### config.mk
export PLATFORM = sky130hd
export DESIGN_NAME = scan_disk_scheduler
export DESIGN_NICKNAME = d
export VERILOG_FILES = /design/src/sv/sds_pkg.sv /design/src/sv/sds_store.sv /design/src/sv/sds_move.sv /design/src/sv/sds_ctrl.sv /design/src/sv/scan_disk_scheduler.sv
export SDC_FILE = /design/constraint.sdc
export NUM_CORES = 1
export LEC_CHECK = 0
export BUFFER_PORTS_ARGS = -buffer_cell sky130_fd_sc_hd__buf_2
export CELL_PAD_IN_SITES_DETAIL_PLACEMENT = 0
export CELL_PAD_IN_SITES_GLOBAL_PLACEMENT = 2
export CORE_MARGIN = 4
export CORE_UTILIZATION = 40
export CTS_BUF_LIST = sky130_fd_sc_hd__clkbuf_16
export CTS_CLUSTER_SIZE = 30
export DETAILED_ROUTE_END_ITERATION = 8
export MAX_ROUTING_LAYER = met4
export PLACE_DENSITY_LB_ADDON = 0.1
export SLEW_MARGIN = 20
export SYNTH_ARGS = -nofsm -noshare
export SYNTH_HDL_FRONTEND = slang
export SYNTH_SLANG_ARGS = --single-unit
### constraint.sdc
create_clock -name clk -period 5.81 [get_ports clk]
set_clock_uncertainty 0.1 [all_clocks]
set_input_delay 0.2905 -clock clk [delete_from_list [all_inputs] [get_ports clk]]
set_output_delay 0.2905 -clock clk [all_outputs]
set_load 0.01 [all_outputs]
### src/sv/sds_pkg.sv
// Shared types and constants for the SCAN disk scheduler.
`timescale 1ns / 1ps
`default_nettype none

package sds_pkg;

	localparam int TRACK_W = 16;
	localparam int SEEK_W  = 22;
	localparam int CFG_W   = 1;

	// Configuration register indexes
	localparam logic [CFG_W-1:0] REG_HEAD_TRACK = 1'd0;
	localparam logic [CFG_W-1:0] REG_END_TRACK  = 1'd1;

	localparam logic [TRACK_W-1:0] END_TRACK_RESET = 16'd199;

	typedef struct packed {
		logic [TRACK_W-1:0] track;
		logic               last_request;
	} in_item_t;

	typedef struct packed {
		logic [TRACK_W-1:0] from_track;
		logic [TRACK_W-1:0] to_track;
		logic [TRACK_W-1:0] distance;
		logic [SEEK_W-1:0]  total_seek;
		logic               last_move;
	} out_item_t;

	// One head move handed from the sequencer to the move unit
	typedef struct packed {
		logic [TRACK_W-1:0] from_track;
		logic [TRACK_W-1:0] to_track;
		logic               last_move;
	} move_req_t;

endpackage

`default_nettype wire

### src/sv/sds_store.sv
// Request store: one write port, one read port with registered read data.
`timescale 1ns / 1ps
`default_nettype none

module sds_store #(
	parameter int DEPTH = 16,
	parameter int AW    = 4
) (
	input  wire                            clk,
	input  wire                            wr_en,
	input  wire  [AW-1:0]                  wr_addr,
	input  wire  [sds_pkg::TRACK_W-1:0]    wr_data,
	input  wire                            rd_en,
	input  wire  [AW-1:0]                  rd_addr,
	output logic [sds_pkg::TRACK_W-1:0]    rd_data
);

	logic [sds_pkg::TRACK_W-1:0] mem [DEPTH];

	// write port
	always_ff @(posedge clk) begin
		if (wr_en) begin
			mem[wr_addr] <= wr_data;
		end
	end

	// read port, read data registered
	always_ff @(posedge clk) begin
		if (rd_en) begin
			rd_data <= mem[rd_addr];
		end
	end

endmodule

`default_nettype wire

### src/sv/sds_move.sv
// Move unit: distance, running seek total and the result output register.
`timescale 1ns / 1ps
`default_nettype none

module sds_move (
	input  wire                    clk,
	input  wire                    arst_n,
	input  wire                    req_valid,
	output logic                   req_ready,
	input  sds_pkg::move_req_t     req,
	output logic                   out_valid,
	input  wire                    out_ready,
	output sds_pkg::out_item_t     out_item
);

	logic                        out_valid_q;
	sds_pkg::out_item_t          out_item_q;
	logic [sds_pkg::SEEK_W-1:0]  acc_q;
	logic [sds_pkg::TRACK_W-1:0] move_dist;
	logic [sds_pkg::SEEK_W-1:0]  acc_next;

	// output slot is free when empty or being drained this cycle
	assign req_ready = !out_valid_q || out_ready;

	assign move_dist = (req.from_track > req.to_track) ? (req.from_track - req.to_track)
	                                                   : (req.to_track - req.from_track);
	assign acc_next = acc_q + sds_pkg::SEEK_W'(move_dist);

	always_ff @(posedge clk or negedge arst_n) begin
		if (!arst_n) begin
			out_valid_q <= 1'b0;
			acc_q       <= '0;
		end else begin
			if (req_valid && req_ready) begin
				out_valid_q           <= 1'b1;
				out_item_q.from_track <= req.from_track;
				out_item_q.to_track   <= req.to_track;
				out_item_q.distance   <= move_dist;
				out_item_q.total_seek <= acc_next;
				out_item_q.last_move  <= req.last_move;
				// total restarts after the final move of a batch
				acc_q <= req.last_move ? '0 : acc_next;
			end else if (out_ready) begin
				out_valid_q <= 1'b0;
			end
		end
	end

	assign out_valid = out_valid_q;
	assign out_item  = out_item_q;

endmodule

`default_nettype wire

### src/sv/sds_ctrl.sv
// Sequencer: loads requests, counts the lower ones, then finds each next
// request by a search pass over the store and issues the head moves.
`timescale 1ns / 1ps
`default_nettype none

module sds_ctrl #(
	parameter int MAX_REQUESTS = 16,
	parameter int CW           = 5,
	parameter int IW           = 4
) (
	input  wire                            clk,
	input  wire                            arst_n,
	// request channel
	input  wire                            in_valid,
	output logic                           in_ready,
	input  sds_pkg::in_item_t              in_item,
	// configuration
	input  wire                            cfg_valid,
	output logic                           cfg_ready,
	input  wire  [sds_pkg::CFG_W-1:0]      cfg_index,
	input  wire  [sds_pkg::TRACK_W-1:0]    cfg_data,
	// store
	output logic                           wr_en,
	output logic [IW-1:0]                  wr_addr,
	output logic [sds_pkg::TRACK_W-1:0]    wr_data,
	output logic                           rd_en,
	output logic [IW-1:0]                  rd_addr,
	input  wire  [sds_pkg::TRACK_W-1:0]    rd_data,
	// moves
	output logic                           mv_valid,
	input  wire                            mv_ready,
	output sds_pkg::move_req_t             mv_req
);

	typedef enum logic [2:0] {
		S_LOAD,
		S_COUNT,
		S_UP_SCAN,
		S_UP_EMIT,
		S_END_EMIT,
		S_DN_SCAN,
		S_DN_EMIT
	} state_t;

	localparam int KW = sds_pkg::TRACK_W + CW;

	state_t                      state_q;
	logic [CW-1:0]               cnt_q;
	logic [sds_pkg::TRACK_W-1:0] head_track_q;
	logic [sds_pkg::TRACK_W-1:0] end_track_q;
	logic [sds_pkg::TRACK_W-1:0] head_q;
	logic [sds_pkg::TRACK_W-1:0] end_q;
	logic [sds_pkg::TRACK_W-1:0] pos_q;
	logic [CW-1:0]               lo_q;
	logic [CW-1:0]               up_left_q;
	logic [CW-1:0]               dn_left_q;
	logic [CW-1:0]               addr_q;
	logic                        vld_s1;
	logic [CW-1:0]               e_s1;
	logic                        found_q;
	logic [KW-1:0]               best_q;
	logic [KW-1:0]               key_q;

	logic                        scanning;
	logic                        issue;
	logic                        scan_done;
	logic [sds_pkg::TRACK_W-1:0] v_clamp;
	logic [KW-1:0]               cand;
	logic                        below;
	logic                        up_hit;
	logic                        dn_hit;
	logic [sds_pkg::TRACK_W-1:0] best_v;
	logic [KW-1:0]               start_key;

	// search pass: issue one read a cycle, compare the read data in the cycle after
	assign scanning  = (state_q == S_COUNT) || (state_q == S_UP_SCAN) ||
	                   (state_q == S_DN_SCAN);
	assign issue     = scanning && (addr_q < cnt_q);
	assign scan_done = scanning && !issue && !vld_s1;
	assign rd_en     = issue;
	assign rd_addr   = addr_q[IW-1:0];

	// stored values above the end track count as the end track
	assign v_clamp = (rd_data > end_q) ? end_q : rd_data;
	assign cand    = {v_clamp, e_s1};
	assign below   = v_clamp < head_q;
	// entries ordered by (value, index); index 0 is the head sentinel
	assign up_hit  = !below && (cand > key_q) && (!found_q || cand < best_q);
	assign dn_hit  = below && (cand < key_q) && (!found_q || cand > best_q);
	assign best_v  = best_q[KW-1 -: sds_pkg::TRACK_W];
	assign start_key = {head_q, CW'(0)};

	// loading
	assign in_ready  = (state_q == S_LOAD);
	assign wr_en     = in_valid && in_ready && (cnt_q < CW'(MAX_REQUESTS));
	assign wr_addr   = cnt_q[IW-1:0];
	assign wr_data   = in_item.track;
	assign cfg_ready = 1'b1;

	// move requests
	always_comb begin
		mv_valid          = 1'b0;
		mv_req.from_track = pos_q;
		mv_req.to_track   = best_v;
		mv_req.last_move  = 1'b0;
		case (state_q)
			S_UP_EMIT: begin
				mv_valid = 1'b1;
			end
			S_END_EMIT: begin
				mv_valid         = 1'b1;
				mv_req.to_track  = end_q;
				mv_req.last_move = (dn_left_q == '0);
			end
			S_DN_EMIT: begin
				mv_valid         = 1'b1;
				mv_req.last_move = (dn_left_q == CW'(1));
			end
			default: begin
				mv_valid = 1'b0;
			end
		endcase
	end

	always_ff @(posedge clk or negedge arst_n) begin
		if (!arst_n) begin
			state_q      <= S_LOAD;
			cnt_q        <= '0;
			head_track_q <= '0;
			end_track_q  <= sds_pkg::END_TRACK_RESET;
			vld_s1       <= 1'b0;
			found_q      <= 1'b0;
			addr_q       <= '0;
			lo_q         <= '0;
			up_left_q    <= '0;
			dn_left_q    <= '0;
		end else begin
			// configuration writes
			if (cfg_valid && cfg_ready) begin
				case (cfg_index)
					sds_pkg::REG_HEAD_TRACK: head_track_q <= cfg_data;
					sds_pkg::REG_END_TRACK:  end_track_q  <= cfg_data;
					default: ;
				endcase
			end

			// read pipeline of the search pass
			vld_s1 <= issue;
			if (issue) begin
				e_s1   <= addr_q + CW'(1);
				addr_q <= addr_q + CW'(1);
			end
			if (vld_s1) begin
				case (state_q)
					S_COUNT: begin
						if (below) begin
							lo_q <= lo_q + CW'(1);
						end
					end
					S_UP_SCAN: begin
						if (up_hit) begin
							best_q  <= cand;
							found_q <= 1'b1;
						end
					end
					S_DN_SCAN: begin
						if (dn_hit) begin
							best_q  <= cand;
							found_q <= 1'b1;
						end
					end
					default: ;
				endcase
			end

			case (state_q)
				S_LOAD: begin
					if (in_valid) begin
						if (cnt_q < CW'(MAX_REQUESTS)) begin
							cnt_q <= cnt_q + CW'(1);
						end
						if (in_item.last_request) begin
							end_q   <= end_track_q;
							head_q  <= (head_track_q > end_track_q) ? end_track_q
							                                        : head_track_q;
							pos_q   <= (head_track_q > end_track_q) ? end_track_q
							                                        : head_track_q;
							addr_q  <= '0;
							lo_q    <= '0;
							state_q <= S_COUNT;
						end
					end
				end
				S_COUNT: begin
					if (scan_done) begin
						up_left_q <= cnt_q - lo_q;
						dn_left_q <= lo_q;
						key_q     <= start_key;
						addr_q    <= '0;
						found_q   <= 1'b0;
						state_q   <= (cnt_q != lo_q) ? S_UP_SCAN : S_END_EMIT;
					end
				end
				S_UP_SCAN: begin
					if (scan_done) begin
						state_q <= S_UP_EMIT;
					end
				end
				S_UP_EMIT: begin
					if (mv_ready) begin
						pos_q     <= best_v;
						key_q     <= best_q;
						up_left_q <= up_left_q - CW'(1);
						addr_q    <= '0;
						found_q   <= 1'b0;
						state_q   <= (up_left_q == CW'(1)) ? S_END_EMIT : S_UP_SCAN;
					end
				end
				S_END_EMIT: begin
					if (mv_ready) begin
						pos_q   <= end_q;
						key_q   <= start_key;
						addr_q  <= '0;
						found_q <= 1'b0;
						if (dn_left_q == '0) begin
							cnt_q   <= '0;
							state_q <= S_LOAD;
						end else begin
							state_q <= S_DN_SCAN;
						end
					end
				end
				S_DN_SCAN: begin
					if (scan_done) begin
						state_q <= S_DN_EMIT;
					end
				end
				S_DN_EMIT: begin
					if (mv_ready) begin
						pos_q     <= best_v;
						key_q     <= best_q;
						dn_left_q <= dn_left_q - CW'(1);
						addr_q    <= '0;
						found_q   <= 1'b0;
						if (dn_left_q == CW'(1)) begin
							cnt_q   <= '0;
							state_q <= S_LOAD;
						end else begin
							state_q <= S_DN_SCAN;
						end
					end
				end
				default: begin
					state_q <= S_LOAD;
				end
			endcase
		end
	end

endmodule

`default_nettype wire

### src/sv/scan_disk_scheduler.sv
// SCAN disk scheduler top level: store, sequencer and move unit.
//
// Requests load one per cycle into a request store of MAX_REQUESTS entries;
// requests past a full store are dropped. The flagged last request starts
// service, during which no request is taken: one counting pass over the n
// stored requests, then for each of the n requests a search pass; every pass
// reads the store once per entry through its single read port, then waits out
// the registered read and its last compare. Each search pass is followed by a
// state that hands the move on, and one more state carries the move to the end
// track. A batch holds off new requests until its last move is handed on, and
// longer while the result side holds off. Moves come out in SCAN order with the
// head and requests clamped to the end track; head and end track are sampled
// when the last request is taken.
`timescale 1ns / 1ps
`default_nettype none

module scan_disk_scheduler #(
	parameter int MAX_REQUESTS = 16
) (
	input  wire                            clk,
	input  wire                            arst_n,
	input  wire                            in_valid,
	output logic                           in_ready,
	input  sds_pkg::in_item_t              in_item,
	output logic                           out_valid,
	input  wire                            out_ready,
	output sds_pkg::out_item_t             out_item,
	input  wire                            cfg_valid,
	output logic                           cfg_ready,
	input  wire  [sds_pkg::CFG_W-1:0]      cfg_index,
	input  wire  [sds_pkg::TRACK_W-1:0]    cfg_data
);

	localparam int CW = $clog2(MAX_REQUESTS + 1);
	localparam int IW = (MAX_REQUESTS > 1) ? $clog2(MAX_REQUESTS) : 1;

	logic                        wr_en;
	logic [IW-1:0]               wr_addr;
	logic [sds_pkg::TRACK_W-1:0] wr_data;
	logic                        rd_en;
	logic [IW-1:0]               rd_addr;
	logic [sds_pkg::TRACK_W-1:0] rd_data;
	logic                        mv_valid;
	logic                        mv_ready;
	sds_pkg::move_req_t          mv_req;

	sds_store #(
		.DEPTH (MAX_REQUESTS),
		.AW    (IW)
	) u_store (
		.clk     (clk),
		.wr_en   (wr_en),
		.wr_addr (wr_addr),
		.wr_data (wr_data),
		.rd_en   (rd_en),
		.rd_addr (rd_addr),
		.rd_data (rd_data)
	);

	sds_ctrl #(
		.MAX_REQUESTS (MAX_REQUESTS),
		.CW           (CW),
		.IW           (IW)
	) u_ctrl (
		.clk       (clk),
		.arst_n    (arst_n),
		.in_valid  (in_valid),
		.in_ready  (in_ready),
		.in_item   (in_item),
		.cfg_valid (cfg_valid),
		.cfg_ready (cfg_ready),
		.cfg_index (cfg_index),
		.cfg_data  (cfg_data),
		.wr_en     (wr_en),
		.wr_addr   (wr_addr),
		.wr_data   (wr_data),
		.rd_en     (rd_en),
		.rd_addr   (rd_addr),
		.rd_data   (rd_data),
		.mv_valid  (mv_valid),
		.mv_ready  (mv_ready),
		.mv_req    (mv_req)
	);

	sds_move u_move (
		.clk       (clk),
		.arst_n    (arst_n),
		.req_valid (mv_valid),
		.req_ready (mv_ready),
		.req       (mv_req),
		.out_valid (out_valid),
		.out_ready (out_ready),
		.out_item  (out_item)
	);

endmodule

`default_nettype wire

## Word level (Yosys, flattened, before mapping)

Memory sizes are Yosys's and may differ from the RTL's. A register that Yosys moved wholly into a read port is not among the register bits.
Index checks and enable logic that the tools add are counted.

| cells by class | value |
|---|---|
| $add $sub $neg | 9 |
| magnitude comparators | 10 |
| equal/unequal tests | 23 |
| mux-type cells | 68 |
| bitwise gates (word level) | 1 |
| reduce and logical (&&, ||, !) cells | 43 |

Operator list:

| kind | count |
|---|---|
| two-way mux 16 bit | 8 |
| two-way mux 21 bit | 5 |
| two-way mux 5 bit | 21 |
| one-hot mux 21 bit (3 select lines) | 1 |
| > comparator 16 bit | 3 |
| one-hot mux 16 bit (3 select lines) | 1 |
| > comparator 21 bit | 2 |
| < comparator 21 bit | 2 |
| one-hot mux 21 bit (2 select lines) | 1 |
| two-way mux 3 bit | 12 |
| subtractor 16 bit | 2 |
| one-hot mux 5 bit (3 select lines) | 2 |
| adder 22 x 16 -> 22 bit | 1 |
| two-way mux 22 bit | 1 |
| != test 2 x 1 -> 1 bit (second input constant) | 11 |
| one-hot mux 3 bit (7 select lines) | 1 |
| one-hot mux 5 bit (2 select lines) | 2 |
| < comparator 16 bit | 1 |
| adder 5 x 1 -> 5 bit (second input constant) | 3 |
| equality test 5 x 1 -> 1 bit (second input constant) | 2 |
| logical AND 1 bit | 10 |
| two-way mux 1 bit | 10 |
| AND reduction 5 bit | 2 |
| subtractor 5 x 1 -> 5 bit (second input constant) | 2 |
| 24 further kinds | 48 |

| storage, ports and cells | value |
|---|---|
| bits in registers | 251 |
| RAM bits | 256 |
| output and inout port bits | 74 |
| memories | 1 |

Memories:

| memory | words | width | rd ports | clocked after Yosys merged registers in | write ports | line | source |
|---|---|---|---|---|---|---|---|
| u_store.mem | 16 | 16 | 1 | 1 | 1 | sds_store.sv:18 | `logic [sds_pkg::TRACK_W-1:0] mem [DEPTH];` |

## Longest topological paths before layout

| logic depth | value |
|---|---|
| word-level depth | 11 |
| gate-level depth with buffers | 27 |

## Hierarchy

A second synthesis with hierarchy kept.

| unflattened totals | value |
|---|---|
| cells, all modules | 1834 |
| area, all modules | 25217.9 µm² |

By module, submodules not included:

| module | instances | cells an instance | area each (µm²) | seq. area each (µm²) |
|---|---|---|---|---|
| sds_store | 1 | 432 | 10203.5 | 8167.8 |
| sds_ctrl | 1 | 911 | 9546.7 | 4410.5 |
| sds_move | 1 | 491 | 5467.7 | 2707.6 |

## Worst setup path after synthesis

No wires, ideal clock.

| path | value |
|---|---|
| kind | register to register |
| start | register u_ctrl.state_q[1] |
| end | register u_move.acc_q[18] (netlist bit) |
| setup time | 0.122 ns |
| data arrival time | 5.423 ns |
| slack | 0.164 ns |
| cell stages (with the launch flop) | 26 |
| path buffers | 4 |
| period minus slack after synthesis | 5.646 ns |
| cells stage by stage | dfrtp_1 clkbuf_1 or3_1 clkbuf_1 nand2_1 o21ai_0 ha_1 buf_2 nand4_1 nor4_1 nor2b_1 o22ai_1 a21oi_2 buf_2 mux2i_1 xnor2_1 ha_1 a21oi_1 o21bai_2 a2111oi_0 o21bai_1 a221oi_1 a211oi_2 nand3_1 mux2i_1 o21ai_1 |

RTL lines:

| element | line | source |
|---|---|---|
| from (decl) | sds_ctrl.sv:47 | `state_t state_q;` |
| from (signal assigned) | sds_ctrl.sv:201 | `state_q <= (cnt_q != lo_q) ? S_UP_SCAN : S_END_EMIT;` |
| from (signal assigned) | sds_ctrl.sv:216 | `state_q <= (up_left_q == CW'(1)) ? S_END_EMIT : S_UP_SCAN;` |
| to (signal assigned) | sds_move.sv:42 | `acc_q <= req.last_move ? '0 : acc_next;` |
| to (decl) | sds_move.sv:18 | `logic [sds_pkg::SEEK_W-1:0] acc_q;` |

==> impl_metrics.ini <==
[clock_network]
cts_made_buffers = 58
tritoncts = built
clock-sinks = 523
clockRootBuffer = clkbuf_16
path_clk_slew_ps = 60
clk_path_buf_depth = 3
insertion_delay_ps = 630
cts_max_level = 2

[final_layout]
multi_input_area_um2 = 9087
final_nets = 2232
seq_area_um2 = 15290
final_cells = 2921
n_antenna_cell = 0
fillers = 5561
syn2layout_area_growth_pct = 17.96
drive_gt1_share_pct = 22.26

[route]
vias = 15287
vias_per_cell = 5.233
drt-initial-drc-count = 1046
wl_met1_um = 26870
highest_layer = met4
detail-route-antenna-nets = 0
first_pass_iters = 5
routed_wl_um = 63640
drc = 0
wl_met2_um = 33030
dr_wl_met3_um = 2243
drt-wirelength-per-cell_um = 21.79

[logic_synthesis]
synth_xor_area_share_pct = 1.639
yosys_warnings = 0
muxShareOfSynthArea_pct = 9.926
yosys.area_share.simple_pct = 6.733
ys_seq_elements = 523
synth_flop_cell = edfxtp_1
synth_compound_area_share_pct = 9.423
synth-edff-count = 438
synthesis.nets = 1991
ys_async_sr_fraction_pct = 16.25
yosys.area_share.adder_pct = 8.038
synth_top_family_by_area = multiplexers
avgSynthCellArea_um2 = 14.01
synth.distinct_cells = 76
synth_cells = 1793
ys_seq_area_share_pct = 60.84
netlist_area_um2 = 25120

[setup_path]
arrival_ps = 5950
critPathSlowestCell = or4_1
crit_type = flop to flop
cp.required_ps = 6240
cp_max_fo = 31
critPathMaxStageDelay_ps = 530
cp_common_cell = a21oi_1
cp-end-kind = flop
worstPathCellList = or3_1 -> buf_12 -> o21ai_0 -> buf_4 -> inv_1 -> ha_1 -> a21oi_1 -> o21bai_1 -> a21oi_1 -> o22ai_1 -> a21oi_2 -> buf_12 -> mux2i_1 -> xnor2_1 -> ha_1 -> a21oi_1 -> o21a_1 -> o311ai_1 -> nand2_1 -> o21ai_2 -> a21oi_2 -> or4_1 -> o211ai_1
critPathLaunchType = flop
reg2reg_slack_ps = 290

[timing]
setup_ws_ps = 287.3
hold_viol = 0
setup_viol = 0
fin_crit_sh_pct = 95.05
period_minus_slack_ps = 5523
finalMaxSlewViolations = 0
slew_headroom_pct = 24.64
fmax_mhz = 181.1
max_slew.worst_pin.slew_ps = 1130
hold_ws_ps = 112.3

[grt]
grtUsageTotal_pct = 19.55
grt_pass1_vias = 15526
grt_first_pass_wirelength_um = 96810
grt-ovfl-total = 0
grt_max_degree = 68
antenna_found_initial = 2

[floorplanning]
row_count = 91
io_pins = 113
dieArea_um2 = 66880
core_um2 = 61940
start_util_pct = 40.56
dieWidth_um = 258.6
die_y_um = 258.6

[pwr]
leakagePower_uw = 0.01165
ir_worst_vdd_mv = 0.2663
power_density_nw_per_um2 = 527.7

[outcome]
status = finished, final reports clean

[place]
dp_cells = 2773
finalWeightedCongestion = 0.9170
dp_hpwl_um = 44030
port_buffers = 111
pre_cts_slack_ps = 2.663

[run]
maxCapViolations = 0

[min_path]
hold_class = primary input to flop
==> state kept, by name (all words and copies together), names as in the netlist <==
name                 flops
u_ctrl.pos_q            16
u_ctrl.end_track_q      16
u_ctrl.end_q            16
u_ctrl.cnt_q             5
u_move.acc_q            22
u_ctrl.dn_left_q         5
u_ctrl.addr_q            5
u_ctrl.key_q            21
u_move.out_item         71
u_ctrl.state_q           3
u_store.rd_data         16
u_ctrl.e_s1              5
u_store.mem            256
u_move.out_valid         1
u_ctrl.vld_s1            1
u_ctrl.best_q           21
u_ctrl.head_track_q     16
u_ctrl.found_q           1
u_ctrl.head_q           16
u_ctrl.lo_q              5
u_ctrl.up_left_q         5
==> placed cells by master, fill, tap and decap left out, drive strengths merged, types with 36 or more instances in the layout <==
master,n
o21ai,99
nand2,115
dlygate4sd3,36
clkbuf,61
ha,155
a21o,47
inv,172
edfxtp,438
buf,207
dfrtp,80
mux4,80
nor2,74
mux2,48
a21oi,85
==> per-stage QoR <==
step / power (uW) / utilization, % / cell area (um^2) / setup TNS, ps
finish: 15640 / 47.84 / 29630 / 0
global route: 16730 / 47.84 / 29630 / -37.83
CTS: 15730 / 47.73 / 29560 / 0
detailed placement: 11990 / 44.02 / 27260 / 0
global placement: 11950 / 43.99 / 27250 / 0
floorplan: 9779 / - / 25120 / 0
==> logic make-up after synthesis <==
logic type               after synthesis
flip-flops                           523
AO/OA/AOI/OAI                        360
AND/OR/NAND/NOR                      344
buffers and inverters                220
adder cells (fa/ha/maj)              159
multiplexers                         139
XOR/XNOR                              47
other                                  1
==> path summary, 6_finish.rpt <==
path | start | to | cells past startpoint
min in group asynchronous | arst_n | u_move.acc_q[16] | 2
min reg2reg | u_ctrl.e_s1[0] | u_ctrl.best_q[0] | 0
max reg2reg | u_ctrl.state_q[0] | u_move.acc_q[21] | 23
min | cfg_index | u_ctrl.head_track_q[0] | 5
max in group asynchronous | arst_n | u_ctrl.addr_q[0] | 3
max | u_ctrl.state_q[0] | u_move.acc_q[21] | 23
==> where the power goes <==
part	internal, uW	switching, uW
combinational	2830	3710
clock	2090	1560
sequential	5020	426
total	9940	5700
==> final cells by class <==
class,count,area share [%]
flip-flops and latches,523,51.60
multi-input cells,1050,30.66
repair buffers,243,5.683
clock buffers,61,5.151
well taps,837,3.534
inverters,158,2.001
clock inverters,49,1.368
==> routing by layer <==
layer | up-vias | global-route usage, %
li1 | 7264 | -
met1 | 7638 | 24.48
met2 | 299 | 33.95
met3 | 86 | 2.472
met4 | 0 | 5.022
met5 | - | -
==> synth_stat cells, types with 14 or more instances <==
master    number  area share, %
and2_1        22           0.55
nor3_1        21           0.42
a21oi_1       83            1.7
o21ai_0       88            1.8
o31a_1        18           0.63
nor2b_1       21           0.52
mux2_2        37            1.7
o211ai_1      14           0.42
dfrtp_1       80            8.0
inv_1        158            2.4
a21o_1        46            1.4
nand4_1       23           0.57
nand2_1      114            1.7
ha_1         155            7.7
clkbuf_1      49           0.73
xor2_1        19           0.66
xnor2_1       28           0.98
mux4_2        80            7.2
nor2_1        74            1.1
a22o_1        18           0.63
edfxtp_1     438             52
nand3_1       20           0.40
==> critical path: cells and delay by family (launching register included) <==
family / cells / cell delay (ps)
flops: 1 / 390
buf+inv: 4 / 510
xor+xnor: 1 / 110
compound gates: 12 / 2400
mux: 1 / 210
fa+ha+maj: 2 / 600
simple gates: 3 / 1090
==> timing repair <==
item	CTS	global route
setup endpoints to repair	2	17
setup buffers	0	2
hold buffers	36	0
hold endpoints to repair	329	0
gates resized for setup	2	12
cloned	0	0
pin swaps	0	2
Note: power is estimated with default switching activity, not from simulation.
